`src/hdl/mf_fifo.sv`:
```
// small register-based queue used between the filter stages
module mf_fifo #(
  parameter int DEPTH = 4,
  parameter int WIDTH = 8
) (
  input  logic             clk,
  input  logic             rst,
  input  logic             push,
  input  logic [WIDTH-1:0] wdata,
  input  logic             pop,
  output logic [WIDTH-1:0] rdata,
  output logic             empty,
  output logic             full
);

  localparam int AW = (DEPTH > 1) ? $clog2(DEPTH) : 1;
  localparam int CW = $clog2(DEPTH + 1);

  logic [WIDTH-1:0] mem [DEPTH];
  logic [AW-1:0]    wp;
  logic [AW-1:0]    rp;
  logic [CW-1:0]    count;

  assign empty = (count == '0);
  assign full  = (count == CW'(DEPTH));
  assign rdata = mem[rp];

  always_ff @(posedge clk) begin
    if (push) begin
      mem[wp] <= wdata;
    end
  end

  always_ff @(posedge clk) begin
    if (rst) begin
      wp    <= '0;
      rp    <= '0;
      count <= '0;
    end else begin
      if (push) begin
        wp <= (wp == AW'(DEPTH - 1)) ? '0 : wp + AW'(1);
      end
      if (pop) begin
        rp <= (rp == AW'(DEPTH - 1)) ? '0 : rp + AW'(1);
      end
      count <= count + CW'(push) - CW'(pop);
    end
  end

  a_no_overflow: assert property (@(posedge clk) disable iff (rst) push |-> !full || pop)
    else $error("queue written while full");
  a_no_underflow: assert property (@(posedge clk) disable iff (rst) pop |-> !empty)
    else $error("queue read while empty");

endmodule

```
`config.mk`:
```
export PLATFORM = sky130hd
export DESIGN_NAME = mf_fifo
export DESIGN_NICKNAME = d
export VERILOG_FILES = /design/src/hdl/mf_fifo.sv
export SDC_FILE = /design/constraint.sdc
export NUM_CORES = 1
export LEC_CHECK = 0
export ABC_AREA = 1
export BUFFER_PORTS_ARGS = -buffer_cell sky130_fd_sc_hd__buf_2
export CAP_MARGIN = 20
export CORE_ASPECT_RATIO = 0.75
export CORE_MARGIN = 2
export CORE_UTILIZATION = 55
export CTS_CLUSTER_SIZE = 28
export DETAILED_ROUTE_END_ITERATION = 10
export PLACE_DENSITY = 0.74
export REMOVE_ABC_BUFFERS = 1
export SYNTH_ARGS = -nofsm -noshare
export SYNTH_HDL_FRONTEND = slang
export SYNTH_SLANG_ARGS = --single-unit
```
`constraint.sdc`:
```
create_clock -name clk -period 1.7 [get_ports clk]
set_input_delay 0.255 -clock clk [delete_from_list [all_inputs] [get_ports clk]]
set_output_delay 0.255 -clock clk [all_outputs]
set_load 0.02 [all_outputs]
```
==> results.json <==
{
  "grt_max_degree": 33,
  "fin_setup_tns_ns": 0,
  "place.port_buffers": 21,
  "post-cts-setup-buffers": 0,
  "max-vdd-ir-drop_mv": 0.765,
  "cp_slowest_cell": "dfxtp_1",
  "dp.cells": 207,
  "cp_data_required_time_ns": 1.44,
  "gr-total-overflow": 0,
  "power.density_mw_per_mm2": 1160,
  "critPathArrivalTime_ns": 1.32,
  "routed_wl_mm": 2.53,
  "first_iter_violations": 47,
  "tightest_slew_ns": 0.412,
  "synth_warnings": 0,
  "clk_latency_ns": 0.29,
  "skew_ns": 0.00806,
  "period_share": 0.925,
  "ant_nets": 0,
  "fin_total_pwr_mw": 2.28,
  "cts_hold_buf": 0,
  "first_global_vias": 899,
  "drv_slew": 0,
  "end_kind": "output port",
  "wl_per_cell_um": 11.8,
  "clk_pin_slew_ns": 0.08,
  "cpPeakStageDelay_ns": 0.31,
  "layout-drive-gt1-share": 0.181,
  "startpoint_type": "flop",
  "dpl_cell_area_mm2": 0.00185,
  "period_needed_ns": 1.57,
  "synth_area_mm2": 0.00174,
  "instances_no_fill": 215,
  "cts.sinks": 41,
  "setup_violations": 0,
  "finalNetCount": 196,
  "place_ws_ns": 0.143,
  "dieWidth_um": 68.9,
  "dr_total_vias": 1035,
  "path_cells": "buf_4, nand2_1, o211ai_1, nand2_1, buf_2",
  "synth-seq-area-share": 0.657,
  "outcome": "finished, final reports clean",
  "firstDrtPassIters": 4,
  "syn_to_final_growth_pct": 13.0,
  "std_cell_rows": 17,
  "routabilityCongestion": 0.719,
  "antenna_cells": 0,
  "grtUsageTotal": 0.161,
  "synthDistinctLibCells": 18,
  "fin_ws_ns": 0.127,
  "via_per_inst": 4.81,
  "postSynthCellCount": 152,
  "yosys_register_bits": 41,
  "hold_path.class": "in2reg",
  "cts_buffers": 5,
  "drc": 0,
  "grt_pass1_wl_mm": 3.84,
  "core_mm2": 0.00298,
  "clockBufferDepth": 2,
  "cpMostUsedCell": "nand2_1",
  "drv_cap": 0,
  "leakagePower_nw": 0.856,
  "critPathMaxFanout": 32,
  "ctsResizeCount": 0,
  "antenna_found_initial": 0,
  "die-area_mm2": 0.00363,
  "cts_tree": "yes",
  "ioPinCount": 22,
  "finalInstanceArea_mm2": 0.00196,
  "holdWs_ns": 0.177,
  "hpwl_mm": 1.76,
  "max_freq_mhz": 636,
  "hold_viol": 0,
  "initial_core_util": 0.584,
  "synth.avg_cell_area_um2": 11.4,
  "die_h_um": 52.7,
  "rsz0062_at_grt": "false",
  "maxSlewHeadroom": 0.725,
  "root_buffer": "clkbuf_8",
  "fin_util": 0.659,
  "ctsHtreeMaxLevel": 2,
  "worstSetupPathType": "reg2out"
}
[state kept, by name, summed over array words and instances (netlist names), named ones only]
signal,cells
wp,2
mem,32
count,3
rp,2
[metal layers]
metal  part of all wire  global-route usage  wire length (µm)
met5                  0                   0                 0
met3              0.044              0.0774               110
met4              0.014              0.0621                36
met2               0.50               0.268              1260
met1               0.44               0.176              1120
[logic make-up after synthesis]
family	after synthesis	share of synthesized area
fa+ha+maj	8	0.0619
flops	41	0.657
xor+xnor	1	0.00504
simple gates	37	0.0821
compound gates	28	0.0943
buf+inv	37	0.100
[cells in the mapped netlist]
| cell type | count | share of area |
|---|---|---|
| o21ai_0 | 8 | 0.023 |
| o211ai_1 | 8 | 0.035 |
| buf_2 | 1 | 0.0029 |
| ha_1 | 7 | 0.050 |
| a21oi_2 | 1 | 0.0050 |
| dfxtp_1 | 9 | 0.10 |
| a21oi_1 | 10 | 0.029 |
| o21ai_1 | 1 | 0.0029 |
| fa_1 | 1 | 0.012 |
| buf_6 | 4 | 0.026 |
| nand3_1 | 1 | 0.0029 |
| inv_1 | 31 | 0.067 |
| nor3_1 | 2 | 0.0058 |
| buf_4 | 1 | 0.0043 |
| nand2_1 | 25 | 0.054 |
| xnor2_1 | 1 | 0.0050 |
| nor2_1 | 9 | 0.019 |
| edfxtp_1 | 32 | 0.55 |
[worst max-delay path, delay by kind of cell, from the launching register on]
family / cells / cell delay (ns)
simple gates: 2 / 0.18
flops: 1 / 0.31
buf+inv: 2 / 0.44
compound gates: 1 / 0.10
[final cells by class]
class	instances	area, µm²
sequential	41	1140
fill	237	1010
multi-input combinational	74	423
timing repair buffer	23	120
inverter	31	116
clock buffer	5	68.8
tap	38	47.5
clock inverter	3	46.3
[cell usage in the layout (no fill, tap or decap), types with 2 or more instances in the layout]
cell       n
clkbuf_8   5
edfxtp_1  32
o211ai_1   8
inv_1     31
nor2_1     9
dfxtp_1    9
buf_4      2
nor3_1     2
o21ai_0    8
nand2_1   25
ha_1       7
a21oi_1   10
buf_2     21
[path summary, 6_finish.rpt]
check | slack (ns) | startpoint | to | depth (start not counted)
setup reg to reg | 0.16 | count[0] | count[2] | 8
setup / recovery | 0.13 | flop | rdata[1] | 5
hold / removal | 0.18 | wdata[2] | mem[3][2] | 1
hold reg to reg | 0.52 | rp[0] | flop | 2
[where the power goes]
part           internal [mW]  switching [mW]
clock network          0.439           0.322
logic                  0.120           0.221
registers               1.15          0.0284
total                   1.71           0.571
(Power assumes the default switching activity.)
