[config.mk]
export PLATFORM = sky130hd
export DESIGN_NAME = mf_median
export DESIGN_NICKNAME = d
export VERILOG_FILES = /design/src/hdl/mf_median.sv
export SDC_FILE = /design/constraint.sdc
export NUM_CORES = 1
export LEC_CHECK = 0
export BUFFER_PORTS_ARGS = -buffer_cell sky130_fd_sc_hd__buf_2
export CORE_MARGIN = 2
export CORE_UTILIZATION = 60
export CTS_BUF_LIST = sky130_fd_sc_hd__clkbuf_16
export CTS_CLUSTER_DIAMETER = 50
export DETAILED_ROUTE_END_ITERATION = 12
export MAX_ROUTING_LAYER = met4
export PLACE_DENSITY = 0.83
export SKIP_CTS_REPAIR_TIMING = 1
export SYNTH_ARGS = -nofsm -noshare
export SYNTH_HDL_FRONTEND = slang
export SYNTH_SLANG_ARGS = --single-unit
export TNS_END_PERCENT = 1
[constraint.sdc]
create_clock -name clk -period 9.75 [get_ports clk]
set_clock_uncertainty 0.05 [all_clocks]
set_input_delay 1.95 -clock clk [delete_from_list [all_inputs] [get_ports clk]]
set_output_delay 1.95 -clock clk [all_outputs]
set_load 0.05 [all_outputs]
[src/hdl/mf_median.sv]
// pipelined median-of-nine: sort rows, reduce columns, median of three
module mf_median #(
  parameter int PIXEL_BITS = 16
) (
  input  logic                       clk,
  input  logic                       rst,
  input  logic                       in_valid,
  input  logic [8:0][PIXEL_BITS-1:0] in_win,
  input  logic                       in_last,
  output logic                       out_valid,
  output logic [PIXEL_BITS-1:0]      out_med,
  output logic                       out_last
);

  // [2] max, [1] median, [0] min; the three compares run side by side
  function automatic logic [2:0][PIXEL_BITS-1:0] sort3(input logic [PIXEL_BITS-1:0] a,
                                                       input logic [PIXEL_BITS-1:0] b,
                                                       input logic [PIXEL_BITS-1:0] c);
    logic ab;
    logic bc;
    logic ac;
    logic [2:0][PIXEL_BITS-1:0] r;
    ab = (a > b);
    bc = (b > c);
    ac = (a > c);
    r[2] = (ab && ac) ? a : ((!ab && bc) ? b : c);
    r[0] = (!ab && !ac) ? a : ((ab && !bc) ? b : c);
    r[1] = (ab != ac) ? a : ((ab == bc) ? b : c);
    return r;
  endfunction

  logic [2:0][2:0][PIXEL_BITS-1:0] rows;
  logic                            v1;
  logic                            last1;
  logic [2:0][PIXEL_BITS-1:0]      lows_s;
  logic [2:0][PIXEL_BITS-1:0]      mids_s;
  logic [2:0][PIXEL_BITS-1:0]      highs_s;
  logic [2:0][PIXEL_BITS-1:0]      trio;
  logic                            v2;
  logic                            last2;
  logic [2:0][PIXEL_BITS-1:0]      fin_s;

  always_ff @(posedge clk) begin
    if (in_valid) begin
      for (int r = 0; r < 3; r++) begin
        rows[r] <= sort3(in_win[3*r], in_win[3*r+1], in_win[3*r+2]);
      end
      last1 <= in_last;
    end
  end

  always_comb begin
    lows_s  = sort3(rows[0][0], rows[1][0], rows[2][0]);
    mids_s  = sort3(rows[0][1], rows[1][1], rows[2][1]);
    highs_s = sort3(rows[0][2], rows[1][2], rows[2][2]);
    fin_s   = sort3(trio[0], trio[1], trio[2]);
  end

  // max of lows, median of medians, min of highs
  always_ff @(posedge clk) begin
    if (v1) begin
      trio[0] <= lows_s[2];
      trio[1] <= mids_s[1];
      trio[2] <= highs_s[0];
      last2   <= last1;
    end
  end

  always_ff @(posedge clk) begin
    if (v2) begin
      out_med  <= fin_s[1];
      out_last <= last2;
    end
  end

  always_ff @(posedge clk) begin
    if (rst) begin
      v1        <= 1'b0;
      v2        <= 1'b0;
      out_valid <= 1'b0;
    end else begin
      v1        <= in_valid;
      v2        <= v1;
      out_valid <= v2;
    end
  end

endmodule

==> results of run 1 <==
-- final timing paths --
| path | startpoint | end | slack, ns |
|---|---|---|---|
| setup / recovery | in_win[137] | rows[98] | 4.68 |
| hold / removal | last2 | out_last | 0.37 |
| setup reg to reg | rows[57] | trio[1] | 5.26 |
| hold reg to reg | last2 | out_last | 0.37 |
-- synthesized netlist by cell type (9+ instances only) --
master / n
ha_1: 344
inv_1: 258
edfxtp_1: 211
nand2_1: 161
o21ai_0: 118
a21oi_1: 114
mux2i_1: 99
nand4_1: 80
nand3_1: 49
nor2_1: 47
nor2b_1: 47
a21o_1: 44
clkbuf_1: 44
a222oi_1: 32
a221oi_1: 19
nor3_1: 19
o211ai_1: 19
a211oi_1: 16
a22oi_1: 16
a221oi_2: 15
o221ai_1: 15
a21boi_0: 12
nor4_1: 12
o21a_1: 12
nor2_2: 11
o22ai_2: 10
o31ai_1: 10
buf_2: 9
-- logic make-up (layout without fill, tap and decap cells) --
kind of cell,count (synthesis),after routing,share of synthesized area (%)
compound gates,486,486,18.4
simple gates,449,449,11.9
fa+ha+maj,344,344,23.1
buf+inv,315,471,6.56
flops,214,214,34.3
mux,101,101,5.55
xor+xnor,3,3,0.181
other cells,0,2,0
-- area by class of cell --
class	count	area share [%]
multi-input combinational	1383	53.8
sequential	214	31.2
inverter	258	4.72
timing repair buffer	172	4.31
clock buffer	25	3.05
tap	396	2.41
clock inverter	16	0.579
antenna	2	0.0244
-- metal layers --
metal  vias to the layer above  global-route usage, %  part of all wire, %
li1                       7484                      -                    -
met1                      7537                   43.5                   42
met2                       668                   55.6                   48
met3                       103                   3.25                  6.7
met4                         0                   9.13                  3.0
met5                         -                      -                    0
-- per-stage QoR --
| step | power [W] | worst slack (ns) | utilization [%] |
|---|---|---|---|
| final | 0.00398 | 4.68 | 67.1 |
| after global routing | 0.00420 | 4.41 | 67.1 |
| after CTS | 0.00394 | 4.74 | 67.1 |
| after detailed placement | 0.00309 | 4.22 | 64.7 |
| after global placement | 0.00301 | 4.35 | 64.7 |
| after floorplan | 0.00250 | 4.64 | - |
-- cell usage in the layout, fill, tap and decap left out, types with 11 or more instances in the layout --
cell type  instances
a211oi_1          16
a21boi_0          12
a21o_1            44
a21oi_1          114
a221oi_1          19
a221oi_2          15
a222oi_1          32
a22oi_1           16
buf_2            164
clkbuf_16         25
edfxtp_1         211
ha_1             344
inv_1            261
mux2i_1           99
nand2_1          161
nand3_1           49
nand4_1           80
nor2_1            47
nor2_2            11
nor2b_1           47
nor3_1            19
nor4_1            12
o211ai_1          19
o21a_1            12
o21ai_0          118
o221ai_1          15
-- sequential cells by signal, indices dropped and copies added (netlist names) --
register	cells
trio	48
last1	1
v2	1
rows	144
out_med	16
v1	1
out_valid	1
out_last	1
last2	1
-- power by group through the flow --
| stage | logic (W) | clock network (W) | registers [W] |
|---|---|---|---|
| 4_1_cts | 0.00166 | 0.000865 | 0.00142 |
| 6_report | 0.00170 | 0.000858 | 0.00142 |
| 3_5_place_dp | 0.00165 | 0 | 0.00144 |
| 2_1_floorplan | 0.00112 | 0 | 0.00138 |
| 5_1_grt | 0.00187 | 0.000901 | 0.00143 |
| 3_3_place_gp | 0.00158 | 0 | 0.00143 |
-- worst max-delay path, stage by stage --
cell       delay (ns)
buf_2            0.11
inv_1            0.06
ha_1             0.28
a21oi_1          0.18
nor2b_1          0.07
o21ai_0          0.14
nand2b_1         0.07
a21oi_1          0.19
nor2_1           0.06
a2111oi_0        0.56
a221o_1          0.25
ha_1             0.90
mux2i_1          0.29
o21ai_0          0.10
==> summary.txt, run 1 <==
Outcome
  • Status: completed

Timing
  • Relative slew slack: 14.4%
  • Worst Max-Slew Pin Slew: 1.28 ns
  • Highest Clock Rate: 197 MHz
  • Slew Viols, Final: 0
  • Final setup TNS: 0 ns
  • Final setup fails: 0
  • Final worst-path cycle share: 52.0%
  • Min Tclk post-route: 5.07 ns
  • Hold Fails Final Rpt: 0
  • Worst hold slack: 0.374 ns
  • RSZ-0062 raised after global routing: no

Synthesis
  • Mapped Area: about 19000 sq um
  • Gate Count Post-Synth: 1912
  • FFs w/ async S/R, synth: 0%
  • Primary FF master, synth: edfxtp_1
  • Share of the synthesized area in the top cell type: 34.0%
  • Count of cell types in the netlist: ~60
  • Syn Area/Cell: 9.76 sq um
  • Register area share after synthesis: 34.3%
  • Post-synth top area cell: edfxtp_1
  • Yosys warning total: 0
  • Post-synth EDFFs: 211
  • Syn_nets: 2404
  • Flops & latches, synth: between 200 and 250
  • Area contributors post-synth: edfxtp_1, ha_1, mux2i_1

CTS
  • CTS clk-pin slew, worst paths: 0.06 ns
  • Clk_lat worst skew: 0.52 ns
  • Root buffer cell: clkbuf_16
  • Clock sink count: 214
  • H-Tree Depth: 1
  • CTS Buf Count: 25
  • CTS tree: yes
  • Max clock buf depth: 3

Die
  • Ports: 166
  • FP Rows: 64
  • Die ar.: approximately 33000 sq um
  • Initial core utilization: between 60% and 70%
  • Die H: 180 um
  • Die width: 180 um
  • Core footprint: just over 30000 sq um

Route
  • DR vias: between 15000 and 20000
  • 1st-iter DRT viols: between 1000 and 1500
  • Antenna Nets Post-Route: 0
  • Vias/cell: 6.40
  • Initial DRT Pass Iterations: 8
  • DRC: 0
  • Routed len/inst: 21.6 um
  • DRT Wirelength: 53.4 mm

Power
  • Comb pwr share: a little over two fifths
  • Lkg Pwr: roughly 9.5 nW
  • Seq pwr share: 35.8%
  • Power per cell area: between 150 and 200 nW/um^2
  • NetSw: 0.00158 W
  • Max VDD drop: 0.138 mV
  • Int Pwr: 0.00240 W
  • Clock share of power: 21.6%
  • Switching Fraction: 39.6%

Critical path
  • CP Capture Type: register
  • Worst Setup Start Kind: input port
  • FF-to-FF path depth: 8
  • Critical path class: in -> reg
  • Crit path max fanout: 16
  • CP Data Required Time: 9.92 ns
  • CP arrival: approximately 5.2 ns

Global routing
  • Vias in the first global route: 15300
  • Initial antenna violation count: 2
  • Largest net degree at the start of global routing: 84
  • Total global routing overflow: 0
  • Global-route wire length before repair: 84.2 mm
  • GRT Resource Usage Total: 33.3%

Place
  • Cell count after placement: 2423
  • DP Wirelength: 43.9 mm
  • GPL Wtd Cong: 1.01
  • I/O Buffers: 165
  • Dpl cell area: 19800 sq um

Finish
  • Final Cell Area: 20500 sq um
  • FF/Latch Area: roughly 6400 sq um
  • Multi-input gate area: ~11000 sq um
  • Non-Filler Instances: between 2000 and 2500
  • Share of layout cells above drive strength 1: 12.6%
  • Fin nets: 2546
  • Synthesis-to-finish area growth: 10.1%
  • Fill count: 2411

Run
  • Max cap viols: 0

Hold path
  • Hold Crit Depth: 0
  • Min-delay worst type: reg -> reg
(Power assumes the default switching activity.)
==> run 2, diff against run 1 <==
Settings changed: CORE_UTILIZATION 60 to 56, PLACE_DENSITY 0.83 to 0.82.
Clock period 9.75 ns to 4.3 ns, I/O delays scaled along.
==> summary.txt, run 2 (same netlist as run 1, synthesis figures left out) <==
Global routing
  • GR Layer Usage met2: 52.5%
  • M3 GR Usage: 3.67%
  • GRT Resource Usage Total: 32.3%
  • Global-route wire length before repair: just under 90 mm
  • Largest net degree at the start of global routing: 75
  • M1 GR Usage: 42.4%
  • Busiest metal layer after global routing: met2
  • Vias in the first global route: 15400
  • Total global routing overflow: 0
  • Initial antenna violation count: 0

Die
  • Initial core utilization: between 50% and 60%
  • Die H: 187 um
  • FP Rows: 66
  • Core footprint: 32700 sq um
  • Die ar.: 34800 sq um
  • Die width: 187 um
  • Ports: 166

Finish
  • Most common cell after layout, fill and taps aside: ha_1
  • Largest regs: rows x144, trio x48, out_med x16
  • Fill count: about 2600
  • Fin nets: 2567
  • Share of layout cells above drive strength 1: between 10% and 20%
  • Antenna diodes: 0
  • Multi-input gate area: 11000 sq um
  • Largest Register: rows
  • Most frequent cells in the layout: ha_1, inv_1, edfxtp_1, buf_2, nand2_1
  • Max reg flops: 144
  • FF/Latch Area: 6400 sq um
  • Synthesis-to-finish area growth: 12.3%

CTS
  • H-Tree Depth: 1
  • Clock sink count: 214
  • Root buffer cell: clkbuf_16
  • CTS clk-pin slew, worst paths: 0.06 ns
  • CTS Buf Count: 28
  • Clk_lat worst skew: 0.55 ns
  • CTS tree: yes
  • Max clock buf depth: 3

Route
  • DRC: 0
  • 1st-iter DRT viols: 1618
  • DRT Wirelength: 55.2 mm
  • Initial DRT Pass Iterations: 7
  • Antenna Nets Post-Route: 0
  • Routed len/inst: ~22 um
  • Vias/cell: around 6.3
  • DR vias: 16000

Place
  • I/O Buffers: 165
  • DP Wirelength: 44.6 mm
  • GPL Wtd Cong: 0.965

Timing
  • Final worst-path cycle share: 83.6%
  • Highest Clock Rate: 278 MHz
  • Hold Fails Final Rpt: 0
  • Final setup fails: 0
  • Slew Viols, Final: 0
  • Worst Max-Slew Pin Slew: 1.33 ns
  • Relative slew slack: between 10% and 20%
  • Final setup TNS: 0 ns
  • RSZ-0062 raised after global routing: no
  • Min Tclk post-route: about 3.6 ns
  • Worst hold slack: 0.369 ns

Power
  • Seq pwr share: 34.3%
  • Switching Fraction: 39.1%
  • Comb pwr share: 40.8%
  • Int Pwr: 0.00579 W
  • Clock share of power: 24.9%
  • NetSw: around 0.0037 W
  • Max VDD drop: 0.390 mV
  • Lkg Pwr: 9.64 nW
  • Power per cell area: between 400 and 500 nW/um^2

Critical path
  • Critical path class: reg -> reg
  • Top cell by count, worst path: a21oi_1
  • Worst stage delay on the critical path: about 1.1 ns
  • CP Capture Type: register
  • Reg2reg start: rows[126]
  • FF-to-FF path depth: 8
  • Crit. Startpoint: rows[126]
  • Slowest-stage cell, CP: xnor2_1
  • Worst Setup Start Kind: register
  • CP Data Required Time: 4.45 ns
  • Crit path max fanout: 16
  • CP arrival: 3.75 ns
  • Cell chain of the critical path: inv_1 > ha_1 > nand4_1 > a21oi_1 > a211oi_1 > a21oi_1 > xnor2_1 > a222oi_1

Outcome
  • Status: completed

Hold path
  • Hold Crit Depth: 0
  • HP Start: last1
  • Min-delay worst type: reg -> reg

Run
  • Max cap viols: 0
==> run 2: final cells by class <==
cell class | instances | share of cell area, %
Clock buffer | 29 | 3.46
Clock inverter | 22 | 1.08
Inverter | 258 | 4.62
Multi-Input combinational cell | 1383 | 52.7
Sequential cell | 214 | 30.5
Tap cell | 442 | 2.64
Timing Repair Buffer | 190 | 4.99
==> run 2: power groups by stage <==
stage	logic, W	clock network, W	registers (W)
after floorplan	0.00255	0	0.00313
after global placement	0.00360	0	0.00328
after detailed placement	0.00375	0	0.00329
after CTS	0.00379	0.00239	0.00325
after global routing	0.00428	0.00248	0.00327
final	0.00388	0.00237	0.00326
==> run 2: final timing paths <==
check	end	slack, ns
min	last2	0.37
min reg2reg	last2	0.37
max reg2reg	trio[16]	0.70
max	trio[16]	0.70
==> run 2: layer usage <==
layer  up-vias  wire length, um
li1       7545                -
met4         0             2190
met1      7585            22700
met2       742            25900
met5         -                0
met3       122             4430
==> run 2: worst max-delay path: cells and delay by family (launching register included) <==
family | cells | cell delay (ns)
adder cells (fa/ha/maj) | 1 | 0.32
flip-flops | 1 | 0.39
AO/OA/AOI/OAI | 4 | 1.00
buffers and inverters | 1 | 0.23
AND/OR/NAND/NOR | 1 | 0.18
XOR/XNOR | 1 | 1.09
==> run 2: metrics by stage <==
stage / std cells / util, % / power (W) / cell area, sq um / setup slack [ns]
2_1_floorplan: 1912 / - / 0.00568 / 18700 / 0.281
3_3_place_gp: 2487 / 61.2 / 0.00688 / 20000 / 0.343
3_5_place_dp: 2487 / 61.2 / 0.00704 / 20000 / 0.183
4_1_cts: 2538 / 64.1 / 0.00943 / 21000 / 0.764
5_1_grt: 2538 / 64.1 / 0.0100 / 21000 / 0.444
6_report: 2538 / 64.1 / 0.00951 / 21000 / 0.703
