File: src/hdl/mf_pkg.sv
// shared types and constants for the 3x3 median filter
package mf_pkg;

  localparam int CFG_BITS  = 12;
  localparam int PORT_BITS = 16;
  localparam int ROW_BITS  = 13;
  localparam int IDX_BITS  = 8;

  localparam logic [CFG_BITS-1:0] WIDTH_RESET  = 12'd640;
  localparam logic [CFG_BITS-1:0] HEIGHT_RESET = 12'd480;

  typedef enum logic [IDX_BITS-1:0] {
    REG_IMAGE_WIDTH  = 8'd0,
    REG_IMAGE_HEIGHT = 8'd1
  } cfg_reg_t;

  // per-word control decided at the front
  typedef struct packed {
    logic emit;
    logic mask_top;
    logic mask_bot;
    logic mask_left;
    logic mask_right;
    logic last;
  } item_ctrl_t;

endpackage

File: src/hdl/mf_back.sv
// back end: window shift, edge masking and issue into the median pipeline
module mf_back import mf_pkg::*; #(
  parameter int PIXEL_BITS = 16,
  parameter int ODEPTH     = 8
) (
  input  logic                                      clk,
  input  logic                                      rst,
  input  logic                                      q_empty,
  input  logic [3*PIXEL_BITS+$bits(item_ctrl_t)-1:0] q_data,
  output logic                                      q_pop,
  input  logic                                      res_pop,
  output logic                                      m_valid,
  output logic [8:0][PIXEL_BITS-1:0]                m_win,
  output logic                                      m_last
);

  localparam int CTRL_BITS = $bits(item_ctrl_t);
  localparam int QW        = 3 * PIXEL_BITS + CTRL_BITS;
  localparam int CB        = $clog2(ODEPTH + 1);

  logic [PIXEL_BITS-1:0]      h_up;
  logic [PIXEL_BITS-1:0]      h_mid;
  logic [PIXEL_BITS-1:0]      h_pix;
  item_ctrl_t                 h_ctrl;
  logic [8:0][PIXEL_BITS-1:0] win;
  logic [8:0][PIXEL_BITS-1:0] win_next;
  logic [8:0][PIXEL_BITS-1:0] masked;
  logic [CB-1:0]              credit;
  logic                       issue_emit;

  assign h_up   = q_data[QW-1 -: PIXEL_BITS];
  assign h_mid  = q_data[QW-PIXEL_BITS-1 -: PIXEL_BITS];
  assign h_pix  = q_data[CTRL_BITS+PIXEL_BITS-1 -: PIXEL_BITS];
  assign h_ctrl = item_ctrl_t'(q_data[CTRL_BITS-1:0]);

  // credit covers words in the median pipeline and the result queue
  assign q_pop      = !q_empty && (!h_ctrl.emit || credit != CB'(ODEPTH));
  assign issue_emit = q_pop && h_ctrl.emit;

  always_comb begin
    for (int r = 0; r < 3; r++) begin
      win_next[3*r]   = win[3*r+1];
      win_next[3*r+1] = win[3*r+2];
    end
    win_next[2] = h_up;
    win_next[5] = h_mid;
    win_next[8] = h_pix;

    masked = win_next;
    for (int i = 0; i < 3; i++) begin
      if (h_ctrl.mask_top) begin
        masked[i] = '0;
      end
      if (h_ctrl.mask_bot) begin
        masked[6+i] = '0;
      end
      if (h_ctrl.mask_left) begin
        masked[3*i] = '0;
      end
      if (h_ctrl.mask_right) begin
        masked[3*i+2] = '0;
      end
    end
  end

  always_ff @(posedge clk) begin
    if (q_pop) begin
      win    <= win_next;
      m_win  <= masked;
      m_last <= h_ctrl.last;
    end
  end

  always_ff @(posedge clk) begin
    if (rst) begin
      m_valid <= 1'b0;
      credit  <= '0;
    end else begin
      m_valid <= issue_emit;
      credit  <= credit + CB'(issue_emit) - CB'(res_pop);
    end
  end

  a_credit_bound: assert property (@(posedge clk) disable iff (rst) credit <= CB'(ODEPTH))
    else $error("more results in flight than result queue slots");
  a_pop_has_credit: assert property (@(posedge clk) disable iff (rst)
      res_pop |-> credit != '0)
    else $error("result word taken with nothing issued");

endmodule

File: config.mk
export PLATFORM = sky130hd
export DESIGN_NAME = mf_back
export DESIGN_NICKNAME = d
export VERILOG_FILES = /design/src/hdl/mf_pkg.sv /design/src/hdl/mf_back.sv
export SDC_FILE = /design/constraint.sdc
export NUM_CORES = 1
export LEC_CHECK = 0
export BUFFER_PORTS_ARGS = -buffer_cell sky130_fd_sc_hd__buf_4
export CELL_PAD_IN_SITES_DETAIL_PLACEMENT = 2
export CELL_PAD_IN_SITES_GLOBAL_PLACEMENT = 2
export CORE_UTILIZATION = 38
export CTS_CLUSTER_DIAMETER = 100
export CTS_CLUSTER_SIZE = 14
export DETAILED_ROUTE_END_ITERATION = 6
export PLACE_DENSITY_LB_ADDON = 0.1
export SLEW_MARGIN = 20
export SYNTH_ARGS = -nofsm -noshare
export SYNTH_HDL_FRONTEND = slang
export SYNTH_SLANG_ARGS = --single-unit
File: constraint.sdc
create_clock -name clk -period 20.6 [get_ports clk]
set_input_delay 4.12 -clock clk [delete_from_list [all_inputs] [get_ports clk]]
set_output_delay 4.12 -clock clk [all_outputs]
set_load 0.005 [all_outputs]
==> results.sh, run 1 <==
export IMPL_status="finished, final reports clean"
export IMPL_crit_path_end_kind="primary output"
export IMPL_drc=0
export IMPL_cts_resized=0
export IMPL_grt_util_met3=0.0531
export IMPL_clk_latency_ns=0.50
export IMPL_synthCells=410
export IMPL_design_area_sq_um=10300
export IMPL_setup_viol=0
export IMPL_rows=52
export IMPL_grt_pass1_vias=4466
export IMPL_pin_count=205
export IMPL_dpl_instance_area_sq_um=9790
export IMPL_drive_gt1_frac=0.377
export IMPL_p_comb_frac=0.113
export IMPL_layout_common_cells="edfxtp_1, buf_4, and2_1, nor2b_1, clkbuf_16"
export IMPL_place_hpwl_um=11500
export IMPL_grt_use_total=0.159
export IMPL_utilization=0.505
export IMPL_grt_max_degree=145
export IMPL_clkSlewWorstSetupHoldPaths_ns=0.06
export IMPL_start_util=0.393
export IMPL_maxCapViolCount=0
export IMPL_sw_frac_of_total=0.222
export IMPL_grt_first_pass_wirelength_um=25800
export IMPL_clockPowerShare=0.324
export IMPL_critPathKind="in2out"
export IMPL_die_x_um=148
export IMPL_synthTopCellsByArea="edfxtp_1, and2_1, nor2b_1"
export IMPL_setup_tns_ns=0
export IMPL_core_area_sq_um=20500
export IMPL_drv_slew=0
export IMPL_final_common_cell="edfxtp_1"
export IMPL_postRouteAntennaNets=0
export IMPL_cts_buffers=20
export IMPL_via_count=4027
export IMPL_post_place_ws_ns=11.19
export IMPL_grt_busiest_layer="met2"
export IMPL_fin_ws_ns=11.22
export IMPL_yosysWarningCount=0
export IMPL_cts_tree="built"
export IMPL_yosysSeqAreaShare=0.850
export IMPL_cts_setup_buffers=0
export IMPL_netSwitchingPower_uw=236
export IMPL_max_freq_mhz=107
export IMPL_port_buffers=204
export IMPL_fillCellCount=1891
export IMPL_synth_area_per_cell_sq_um=19.7
export IMPL_p_seq_frac=0.563
export IMPL_period_needed_ns=9.38
export IMPL_rsz0062_at_grt="no"
export IMPL_wirelength_um=17400
export IMPL_p_per_area_nw_per_um2=102
export IMPL_synthDominantCellAreaShare=0.838
export IMPL_drt_iter0_markers=215
export IMPL_use_met1=0.176
export IMPL_slew_headroom=0.295
export IMPL_die_h_um=148
export IMPL_p_int_uw=824
export IMPL_htree_levels=1
export IMPL_cp_start_kind="input port"
export IMPL_cp_max_fo=144
export IMPL_holdBufCountCts=0
export IMPL_synth_seq_cells=230
export IMPL_fin_crit_sh=0.455
export IMPL_syn_area_sq_um=8060
export IMPL_antenna_cells=0
export IMPL_hold_viol=0
export IMPL_arrival_ns=5.26
export IMPL_clockBufferDepth=3
export IMPL_syn_num_nets=474
export IMPL_worstHoldPathType="reg2reg"
export IMPL_cts_root_buf="clkbuf_16"
export IMPL_yosys_cell_types_count=19
export IMPL_via_per_inst=4.52
export IMPL_yosysTopAreaCell="edfxtp_1"
export IMPL_skew_ns=0.0144
export IMPL_p_leak_uw=0.00403
export IMPL_worst_slew_pin_slew_ns=1.06
export IMPL_fp_dieArea_sq_um=21800
export IMPL_grt_use_met2=0.291
export IMPL_cts_sinks=230
export IMPL_peakVddDrop_mv=0.0784
export IMPL_area_growth_pct=28.3
export IMPL_overflow=0
export IMPL_routedWlPerCell_um=19.5
export IMPL_routabilityCongestion=0.688
export IMPL_antenna_found_initial=0
export IMPL_first_pass_iters=4
export IMPL_final_nets=678
export IMPL_cp_required_ns=16.48
## per-stage QoR
step	std cells	hold WS [ns]	total power [uW]
final	890	0.425	1060
after global routing	890	0.435	1100
after CTS	890	0.430	1080
after detailed placement	862	0.414	731
after global placement	862	0.401	720
after floorplan	410	0.400	675
## sequential cells by signal, indices dropped and copies added (netlist names)
name,cells
m_win,128
win,80
masked,16
m_valid,1
m_last,1
credit,4
## critical path, cell delays in order
cell     delay, ns
buf_4         0.12
a31oi_4       0.16
buf_12        0.57
buf_4         0.23
## cell families (layout without fill, tap and decap cells)
kind of cell,after synthesis,in the layout,share of synthesized area
buffers and inverters,29,239,0.0253
adders and majority gates,6,6,0.0102
xor gates and xnor gates,1,1,0.00109
AOI/OAI and AO/OA,4,4,0.00341
muxes,1,1,0.00140
DFF,230,230,0.850
and+or+nand+nor,139,139,0.108
## synth_stat cells
master / instances
nor2_2: 4
fa_1: 1
and2_1: 64
nor2_1: 4
buf_2: 4
a211o_1: 1
ha_1: 5
xnor2_1: 1
edfxtp_1: 225
mux2_2: 1
a31oi_1: 1
and2b_1: 10
a21o_1: 1
buf_6: 4
nor2b_1: 57
buf_4: 16
inv_1: 5
a21oi_1: 1
dfxtp_1: 5
## routing by layer
metal | routed length, um | share of wire | up-vias
met1 | 6470 | 0.37 | 1997
met5 | 0 | 0 | -
li1 | - | - | 1860
met3 | 1420 | 0.082 | 30
met4 | 330 | 0.019 | 0
met2 | 9130 | 0.53 | 140
## path summary, 6_finish.rpt
path	from	to	slack, ns	cells past startpoint
hold reg to reg	masked[73]	win[73]	0.43	0
setup reg to reg	credit[2]	win[113]	17.75	5
hold / removal	masked[73]	win[73]	0.43	0
setup / recovery	q_empty	q_pop	11.22	4
## power groups by stage
stage          Clock [uW]  Sequential, uW  Combinational, uW
2_1_floorplan           0             629               46.4
3_3_place_gp            0             603                117
3_5_place_dp            0             608                123
4_1_cts               355             599                124
5_1_grt               372             602                131
6_report              343             597                120
## layout make-up
class | instances | area (sq um) | area share
flip-flops and latches | 230 | 6860 | 0.663
repair buffers | 206 | 1560 | 0.151
well taps | 270 | 338 | 0.0327
multi-input cells | 151 | 1020 | 0.0983
inverters | 5 | 18.8 | 0.00181
clock inverters | 1 | 8.76 | 0.000847
clock buffers | 27 | 548 | 0.0530
Power figures use the tool's default switching activity.
==> run 2, diff against run 1 <==
- CORE_UTILIZATION: 38 -> 34
- clock period: 20.6 -> 7.8 ns (I/O delays scaled with it)
==> results.sh, run 2 (same netlist as run 1, synthesis figures left out) <==
export IMPL_status="finished, final reports clean"
export IMPL_clockPowerShare=0.322
export IMPL_final_common_cell="edfxtp_1"
export IMPL_crit_path_end_kind="primary output"
export IMPL_rows=55
export IMPL_design_area_sq_um=10400
export IMPL_pin_count=205
export IMPL_setup_tns_ns=0
export IMPL_final_nets=679
export IMPL_start_util=0.352
export IMPL_sw_frac_of_total=0.219
export IMPL_maxCapViolCount=0
export IMPL_max_freq_mhz=239
export IMPL_cp_max_fo=48
export IMPL_cpPeakStageDelay_ns=0.53
export IMPL_fin_crit_sh=0.537
export IMPL_reg2regPathDepth=5
export IMPL_critPathKind="in2out"
export IMPL_largest_register="m_win"
export IMPL_drive_gt1_frac=0.378
export IMPL_postRouteAntennaNets=0
export IMPL_layout_cells_non_filler=934
export IMPL_cp_slowest_cell="buf_4"
export IMPL_utilization=0.454
export IMPL_antenna_cells=0
export IMPL_drt_iter0_markers=178
export IMPL_p_seq_frac=0.565
export IMPL_cp_start_kind="input port"
export IMPL_power_total_uw=2780
export IMPL_setup_viol=0
export IMPL_holdBufCountCts=0
export IMPL_cp_required_ns=6.24
export IMPL_die_h_um=156
export IMPL_worst_slew_pin_slew_ns=1.09
export IMPL_htree_levels=1
export IMPL_p_per_area_nw_per_um2=268
export IMPL_cts_sinks=230
export IMPL_layout_common_cells="edfxtp_1, buf_4, and2_1, nor2b_1, clkbuf_16"
export IMPL_first_pass_iters=4
export IMPL_rsz0062_at_grt="no"
export IMPL_p_comb_frac=0.113
export IMPL_worstHoldPathType="reg2reg"
export IMPL_clkSlewWorstSetupHoldPaths_ns=0.07
export IMPL_cts_root_buf="clkbuf_16"
export IMPL_drc=0
export IMPL_slew_headroom=0.273
export IMPL_crit_top_cell="buf_4"
export IMPL_die_x_um=156
export IMPL_grt_max_degree=94
export IMPL_p_leak_uw=0.00403
export IMPL_worstSetupEndpoint="q_pop"
export IMPL_use_met1=0.145
export IMPL_place_hpwl_um=11200
export IMPL_period_needed_ns=4.19
export IMPL_crit_path_start="q_empty"
export IMPL_routabilityCongestion=0.690
export IMPL_largest_register_ffs=128
export IMPL_grt_first_pass_wirelength_um=24800
export IMPL_cts_resized=0
export IMPL_overflow=0
export IMPL_antenna_found_initial=0
export IMPL_grt_pass1_vias=4408
export IMPL_cts_setup_buffers=0
export IMPL_fp_dieArea_sq_um=24300
export IMPL_area_growth_pct=29.0
export IMPL_r2r_end="m_win[53]"
export IMPL_peakVddDrop_mv=0.136
export IMPL_cts_buffers=20
export IMPL_grt_busiest_layer="met2"
export IMPL_clk_latency_ns=0.49
export IMPL_routedWlPerCell_um=17.7
export IMPL_skew_ns=0.0109
export IMPL_grt_util_met3=0.0542
export IMPL_drv_slew=0
export IMPL_hold_viol=0
export IMPL_arrival_ns=2.63
export IMPL_worstReg2RegStart="credit[2]"
export IMPL_core_area_sq_um=22900
export IMPL_wirelength_um=16600
export IMPL_netSwitchingPower_uw=610
export IMPL_port_buffers=204
export IMPL_p_int_uw=2180
export IMPL_r2r_setup_slack_ns=5.08
export IMPL_dpl_instance_area_sq_um=9840
export IMPL_via_count=4038
export IMPL_clockBufferDepth=3
export IMPL_path_cells="buf_4 -> a31oi_4 -> buf_4 -> buf_4"
export IMPL_cts_tree="built"
export IMPL_dp_cells=906
export IMPL_grt_use_total=0.137
export IMPL_grt_use_met2=0.246
export IMPL_via_per_inst=4.32
==> run 2: area by class of cell <==
cell class	instances	area, sq um
Timing Repair Buffer	207	1560
Clock inverter	1	8.76
Fill cell	2211	12500
Sequential cell	230	6860
Inverter	5	18.8
Tap cell	313	392
Clock buffer	27	548
Multi-Input combinational cell	151	1020
==> run 2: worst min path at each step <==
stage | from | to | slack, ns | cells after the start
floorplan | masked[64] | win[64] | 0.40 | 0
global placement | masked[74] | win[74] | 0.40 | 0
detailed placement | masked[71] | win[71] | 0.41 | 0
CTS | masked[75] | win[75] | 0.42 | 0
global route | masked[75] | win[75] | 0.43 | 0
finish | masked[75] | win[75] | 0.42 | 0
==> run 2: per-stage QoR <==
step	hold slack, ns	setup WS [ns]
final	0.419	3.61
after global routing	0.426	3.53
after CTS	0.419	3.59
after detailed placement	0.405	3.60
after global placement	0.401	3.62
after floorplan	0.400	0.901
==> run 2: critical path: cells and delay by family <==
kind / cells / cell delay, ns
buffers and inverters: 3 / 0.89
AO/OA/AOI/OAI: 1 / 0.12
==> run 2: layer usage <==
metal	vias to the layer above	share of wire
met2	138	0.53
met3	21	0.095
li1	1872	-
met1	2007	0.36
met4	0	0.019
met5	-	0
==> run 2: power groups by stage <==
stage                     Clock, uW  Sequential [uW]  Combinational, uW
final                           898             1570                314
after global routing            983             1590                348
after CTS                       941             1580                326
after detailed placement          0             1600                325
after global placement            0             1590                312
after floorplan                   0             1610                126
==> run 3, diff against run 2 <==
- CORE_UTILIZATION: 34 -> 38
- clock period: 7.8 -> 4 ns (I/O delays scaled with it)
==> results.sh, run 3 (same netlist as run 1, synthesis figures left out) <==
export IMPL_port_buffers=204
export IMPL_cp_start_kind="flop"
export IMPL_pin_count=205
export IMPL_die_h_um=148
export IMPL_dp_cells=863
export IMPL_cts_setup_buffers=0
export IMPL_design_area_sq_um=10400
export IMPL_largest_register_ffs=128
export IMPL_cts_sinks=230
export IMPL_via_per_inst=4.56
export IMPL_peakVddDrop_mv=0.286
export IMPL_postRouteAntennaNets=0
export IMPL_p_per_area_nw_per_um2=526
export IMPL_layout_cells_non_filler=891
export IMPL_start_util=0.393
export IMPL_skew_ns=0.0135
export IMPL_overflow=0
export IMPL_worstHoldPathType="reg2reg"
export IMPL_place_hpwl_um=12000
export IMPL_period_needed_ns=2.32
export IMPL_hold_viol=0
export IMPL_cp_required_ns=3.20
export IMPL_fp_dieArea_sq_um=21800
export IMPL_htree_levels=1
export IMPL_antenna_cells=0
export IMPL_die_x_um=148
export IMPL_cpPeakStageDelay_ns=0.31
export IMPL_grt_max_degree=100
export IMPL_drive_gt1_frac=0.378
export IMPL_drv_slew=0
export IMPL_dpl_instance_area_sq_um=9810
export IMPL_rsz0062_at_grt="no"
export IMPL_holdBufCountCts=0
export IMPL_cts_tree="built"
export IMPL_antenna_found_initial=0
export IMPL_fillCellCount=1856
export IMPL_fin_ws_ns=1.68
export IMPL_arrival_ns=1.52
export IMPL_layout_common_cells="edfxtp_1, buf_4, and2_1, nor2b_1, clkbuf_16"
export IMPL_cts_root_buf="clkbuf_16"
export IMPL_cp_slowest_cell="dfxtp_1"
export IMPL_final_nets=679
export IMPL_routedWlPerCell_um=19.4
export IMPL_post_place_ws_ns=1.43
export IMPL_area_growth_pct=28.6
export IMPL_rows=52
export IMPL_wirelength_um=17300
export IMPL_largest_register="m_win"
export IMPL_cts_buffers=20
export IMPL_max_freq_mhz=431
export IMPL_cp_max_fo=2
export IMPL_via_count=4067
export IMPL_drc=0
export IMPL_status="finished, final reports clean"
export IMPL_path_cells="inv_1 -> ha_1 -> a31oi_4 -> buf_4"
export IMPL_clockBufferDepth=3
export IMPL_grt_pass1_vias=4517
export IMPL_first_pass_iters=4
export IMPL_slew_headroom=0.565
export IMPL_grt_first_pass_wirelength_um=25900
export IMPL_critPathKind="reg2out"
export IMPL_crit_path_end_kind="primary output"
export IMPL_cts_resized=0
export IMPL_fin_crit_sh=0.580
export IMPL_drt_iter0_markers=129
export IMPL_core_area_sq_um=20500
export IMPL_worst_slew_pin_slew_ns=0.651
export IMPL_final_common_cell="edfxtp_1"
export IMPL_grt_use_total=0.159
export IMPL_setup_viol=0
export IMPL_maxCapViolCount=0
export IMPL_clk_latency_ns=0.50
export IMPL_routabilityCongestion=0.713
export IMPL_clkSlewWorstSetupHoldPaths_ns=0.06
export IMPL_p_leak_uw=0.00404
[run 3: cell counts in the layout (fill, tap and decap cells not counted)]
Identical to the previous run, type by type.
[run 3: layout make-up]
class	count	area, sq um	area share
clock buffer	27	548	0.0529
timing repair buffer	207	1580	0.152
sequential	230	6860	0.661
tap	270	338	0.0326
clock inverter	1	8.76	0.000845
inverter	5	18.8	0.00181
multi-input combinational	151	1020	0.0981
[run 3: per-layer routing]
| metal | routed length, um | part of all wire | track usage |
|---|---|---|---|
| met5 | 0 | 0 | 0 |
| met1 | 6140 | 0.36 | 0.170 |
| met4 | 518 | 0.030 | 0.0510 |
| met3 | 1340 | 0.078 | 0.0534 |
| met2 | 9250 | 0.54 | 0.292 |
[run 3: report_power, final]
part | switching (uW) | internal (uW)
Combinational | 313 | 315
Sequential | 91.4 | 2980
Clock | 802 | 952
[run 3: per-stage QoR]
| step | power [uW] | hold WS (ns) | util | setup TNS, ns |
|---|---|---|---|---|
| 5_1_grt | 5670 | 0.425 | 0.506 | 0 |
| 3_3_place_gp | 3720 | 0.401 | 0.479 | 0 |
| 3_5_place_dp | 3780 | 0.410 | 0.479 | 0 |
| 4_1_cts | 5550 | 0.425 | 0.506 | 0 |
| 6_report | 5450 | 0.422 | 0.506 | 0 |
| 2_1_floorplan | 3390 | 0.400 | - | -253.44 |
[run 3: worst paths after layout]
kind          endpoint  startpoint  slack (ns)  cells past startpoint
max              q_pop   credit[2]        1.68                      4
min            win[73]  masked[73]        0.42                      0
max reg2reg  credit[3]   credit[2]        1.72                      9
min reg2reg    win[73]  masked[73]        0.42                      0
[run 3: critical path: cells and delay by family (launching register included)]
| family | cells | cell delay (ns) |
|---|---|---|
| AO/OA/AOI/OAI | 1 | 0.23 |
| flip-flops | 1 | 0.31 |
| adder cells (fa/ha/maj) | 1 | 0.25 |
| buffers and inverters | 2 | 0.24 |
